File: src/hdl/indexed_dary_min_heap_macros.svh
// Assertion macros shared by the heap RTL.
// No dependencies; included by the files that carry checks.
`ifndef INDEXED_DARY_MIN_HEAP_MACROS_SVH
`define INDEXED_DARY_MIN_HEAP_MACROS_SVH
`ifndef ASSERT_OFF
`define IDMH_ASSERT(lbl, clk, rst, prop) \
  lbl: assert property (@(posedge clk) disable iff (rst) prop) else $error("idmh check failed");
`define IDMH_NEVER(lbl, clk, rst, cond) \
  lbl: assert property (@(posedge clk) disable iff (rst) !(cond)) else $error("idmh check failed");
`else
`define IDMH_ASSERT(lbl, clk, rst, prop)
`define IDMH_NEVER(lbl, clk, rst, cond)
`endif
`endif

File: src/hdl/idmh_ram.sv
// Generic single-write, single-read RAM with registered read data.
// No dependencies.
module idmh_ram #(
  parameter int DEPTH = 256,
  parameter int WIDTH = 8
) (
  input  logic                     clk,
  input  logic                     we,
  input  logic [$clog2(DEPTH)-1:0] waddr,
  input  logic [WIDTH-1:0]         wdata,
  input  logic [$clog2(DEPTH)-1:0] raddr,
  output logic [WIDTH-1:0]         rdata
);
  logic [WIDTH-1:0] mem [DEPTH];

  always_ff @(posedge clk) begin
    if (we) begin
      mem[waddr] <= wdata;
    end
    rdata <= mem[raddr];
  end
endmodule

File: config.mk
export PLATFORM = sky130hd
export DESIGN_NAME = idmh_ram
export DESIGN_NICKNAME = d
export VERILOG_FILES = /design/src/hdl/indexed_dary_min_heap_macros.svh /design/src/hdl/idmh_ram.sv
export SDC_FILE = /design/constraint.sdc
export NUM_CORES = 2
export LEC_CHECK = 0
export BUFFER_PORTS_ARGS = -buffer_cell sky130_fd_sc_hd__buf_2
export CAP_MARGIN = 10
export CORE_MARGIN = 3
export CORE_UTILIZATION = 55
export CTS_CLUSTER_SIZE = 8
export DETAILED_ROUTE_END_ITERATION = 8
export GPL_ROUTABILITY_DRIVEN = 0
export PLACE_DENSITY = 0.7
export SETUP_SLACK_MARGIN = 0.05
export SKIP_CTS_REPAIR_TIMING = 1
export SLEW_MARGIN = 10
export SYNTH_ARGS = -nofsm -noshare
export SYNTH_HDL_FRONTEND = slang
export SYNTH_SLANG_ARGS = --single-unit
File: constraint.sdc
create_clock -name clk -period 5.35 [get_ports clk]
set_input_delay 1.07 -clock clk [delete_from_list [all_inputs] [get_ports clk]]
set_output_delay 1.07 -clock clk [all_outputs]
set_load 0.02 [all_outputs]
* After elaboration in Yosys (flattened, before gate mapping)
Memories as Yosys holds them, arrays and structs flattened. A register that Yosys moved wholly into a read port is not among the register bits. Cells that the tools add are included.
Word-level totals: memories kept 1, bits in writable memories 2048, bits in registers 0, input port bits 26, output and inout port bits 8, word-level logic and storage cells 3
Memory list:
- mem | depth 256, width 8, read ports 1, clocked after Yosys merged registers in 1, wr ports 1, RTL line idmh_ram.sv:14 | logic [WIDTH-1:0] mem [DEPTH];
Cells by class: mux-type cells 2
Operators by type and width (count):
- two-way mux 1 bit | 2

* Longest topological paths before layout
depth in word-level cells 2, mapped depth 11

* Worst setup path before layout
Ideal clock, no wire load.
path kind input to register, start input raddr[0], end register rdata[2] (read register of mem), stages on the path 9, data required time 5219 ps, setup slack 2342 ps, data arrival time 2877 ps, setup time 131 ps, path through buf_6 -> buf_12 -> buf_8 -> buf_2 -> mux4_2 -> a22oi_1 -> a21oi_1 -> nor4_1 -> nor4_2
RTL lines:
- from (decl) | RTL line idmh_ram.sv:11 | input logic [$clog2(DEPTH)-1:0] raddr,
- to (decl) | RTL line idmh_ram.sv:12 | output logic [WIDTH-1:0] rdata

==> results by group <==
Outcome
  – Status: complete, no violations

Yosys
  – Fraction of registers with async set/reset: 0
  – Synthesis-stage register bit count: ~2,000
  – Fraction of synthesized cell area in xor and xnor cells: 0
  – Nets in the synthesized netlist: ~3,800
  – Syn Inst Count: 3,733
  – Number of distinct standard cells referenced by the synthesized netlist: 55
  – Synthesized area per cell: roughly 21 um2
  – Post-synthesis share of cell area spent on and, or, nand and nor gates: 0.02628
  – Post-Synth Adder-Cell Area: 0
  – Post-synth top area cell: sky130_fd_sc_hd__edfxtp_1
  – Post-Synthesis Cell Area: a little under 0.08 mm2
  – Leading register cell type out of synthesis: sky130_fd_sc_hd__edfxtp_1
  – Number of enable-type register cells in the synthesized netlist: 2,048
  – Yosys top cell area share: 0.7730
  – Sequential element share of the synthesized area: 0.7750
  – Synth area leaders: sky130_fd_sc_hd__edfxtp_1 77%, sky130_fd_sc_hd__mux4_2 13%, sky130_fd_sc_hd__mux2i_1 1.7%
  – Post-synthesis compound-gate area fraction: 0.03419
  – Proportion of synthesized area in mux cells: 0.1462
  – Dominant combinational cell family by area after synthesis: multiplexers
  – Warnings, synthesis: 0

Floorplan
  – Cell Rows: 138
  – Die height: 386.3 um
  – Total Die Area: 0.1492 mm2
  – Core Box Area: 0.1426 mm2
  – Floorplan die width: 386.3 um
  – Initial core utilization: 0.5578
  – Top-Level Pins: 34

Layout
  – Leading cell type in the layout, fill and taps excluded: sky130_fd_sc_hd__edfxtp_1
  – Share of layout cells above drive strength 1: 0.2382
  – Final #Nets: between 3,000 and 4,000
  – Top library cells by usage in the layout, fill and taps aside: 2,048 x sky130_fd_sc_hd__edfxtp_1, 454 x sky130_fd_sc_hd__mux4_2, 317 x sky130_fd_sc_hd__clkbuf_16
  – Syn-to-layout area delta: 13.35%

Timing
  – Number of endpoints with negative hold slack in the final report: 0
  – Fin crit period: 3868 ps
  – Tcrit/Tclk final: 0.7229
  – Unrepaired setup endpoints after global routing: false
  – Maximum frequency from static timing analysis: 0.2586 GHz
  – Worst rel slew slack: 0.04007
  – Count of endpoints failing setup in the final report: 0
  – Final count of pins violating max slew: 0
  – Least setup slack across all paths after layout: roughly 1500 ps
  – Setup skew after layout: about 48 ps
  – Transition time at the pin with the least slew margin: about 1400 ps
  – Setup_tns: 0 ps

Route
  – Initial DRT Pass Iterations: 6
  – Final routed wire length divided by cell count: ~33 um
  – Vias per cell: about 6.7
  – Routed vias: between 30,000 and 40,000
  – Post-route DRC violation count: 0
  – Total wire length after detailed routing: 195,200 um
  – Initial DRC Count: approximately 5,000
  – Remaining number of nets flagged by the antenna check after routing: 0

Critical path
  – CP startpoint kind: primary input
  – Critical path endpoint category: register
  – Type of the setup path with the least slack: primary input to register
  – Required @ worst endpoint: 6050 ps
  – Cell breakdown of the critical path: buf_2 -> buf_12 -> nor2b_1 -> a221oi_1 -> o211ai_1 -> nand3_1 -> nor4_1 -> nor4_1
  – Worst path top cell family by delay: simple AND/OR/NAND/NOR gates
  – FF-to-FF Start: mem[1][4]
  – Count of buffer and inverter cells on the critical path: 2
  – Slowest Stage Delay on Critical Path: ~1200 ps
  – Critical path origin: raddr[3]
  – Arrival time of the worst setup path: about 4600 ps
  – Cell with the most instances on the worst path: sky130_fd_sc_hd__nor4_1
  – Maximum fanout along the worst path: 28
  – CP max-delay cell: sky130_fd_sc_hd__nor4_1

CTS
  – Worst-path clk slew: around 50 ps
  – CTS HTree Levels: 5
  – Cell chosen for the clock root: sky130_fd_sc_hd__clkbuf_16
  – Clock sink count: 2,056
  – Worst-skew pair later-pin latency: ~910 ps
  – Clock tree from TritonCTS: done
  – Number of CTS-inserted buffers: between 300 and 400
  – Largest buffer count on any clock path: 4

Global route
  – Initial antenna violation count: 11
  – Global-route wire length before repair: around 280,000 um
  – All-layer global routing usage: 0.2672
  – Overflow left after global routing: 0
  – Maximum number of pins on one net before global-route repair: between 150 and 200
  – Via count of the first global-routing pass: roughly 41,000

Place
  – Count of input and output buffers: 33
  – DP Wirelength: ~120,000 um
  – Worst slack after detailed placement: 778.6 ps

Flow run
  – Max cap viols: 0

Worst hold path
  – Class of the most critical hold timing path: primary input to register
  – Beginning of the worst hold path: wdata[7]

Pwr
  – Power density over the cells: 400.0 mW/mm2
  – Static leakage: 28.12 nW
  – Worst IR Drop VDD: 0.0003383 V
-- area by class of cell --
type / instances / area, um2
fill: 9367 / 52440
antenna: 10 / 25.02
tap: 1890 / 2365
timing repair buffer: 161 / 1525
multi-input combinational: 1442 / 16490
inverter: 2 / 7.507
clock inverter: 6 / 47.55
sequential: 2056 / 61660
clock buffer: 350 / 8056
-- state kept, by name, indices dropped and copies added (netlist names) --
name / flops
rdata: 8
mem: 2048
-- cell usage after synthesis, drive strengths merged, types with 12 or more instances --
cell,number
nand2,33
a211oi,16
nor3,22
nor4,27
mux2i,134
buf,122
nor2b,31
o22ai,28
clkbuf,111
nand3,34
a21oi,96
a22oi,133
nor2,282
o21ai,12
mux4,456
o221ai,47
a221oi,14
edfxtp,2048
-- report_power, final --
part	switching (mW)	leakage (nW)	internal, mW	total (mW)
Combinational	1.06	5.68	0.548	1.60
Sequential	0.0368	18.5	17.8	17.8
Clock	6.23	3.97	10.4	16.6
-- stage by stage --
stage | util | power, mW | instances | instance area, um2 | hold slack (ps)
after global placement | 0.5752 | 19.71 | 5551 | 82040 | 1093
after global routing | 0.6321 | 36.94 | 5908 | 90160 | 756.7
after floorplan | - | 18.99 | 3733 | 79560 | 769.9
after CTS | 0.6321 | 36.22 | 5907 | 90150 | 735.9
after detailed placement | 0.5753 | 19.73 | 5551 | 82050 | 1054
final | 0.6323 | 36.07 | 5917 | 90180 | 733.4
-- cells by family (layout without fill, tap and decap cells) --
group | Yosys count | after routing
simple gates | 466 | 466
other cells | 0 | 10
flops | 2056 | 2056
mux | 591 | 591
compound gates | 385 | 385
buf+inv | 235 | 519
-- worst register-to-register path: cells and delay by family (launching register included) --
kind            cells  cell delay, ps
compound gates      2             580
simple gates        2            1270
flops               1             360
mux                 1             490
-- routing by layer --
layer	vias to the layer above	global-route usage	wire (um)
met2	2184	0.4083	92540
met5	-	0	12
met1	20840	0.3735	75130
met3	424	0.07599	20670
met4	2	0.09591	6899
li1	16110	-	-
-- path summary, 6_finish.rpt --
path	endpoint	slack, ps	cells after the start
min	mem[51][7]	730	1
max	rdata[4]	1480	8
max reg2reg	rdata[4]	2500	5
min reg2reg	rdata[5]	1070	6
No activity file was read; power rests on OpenSTA's default activity.
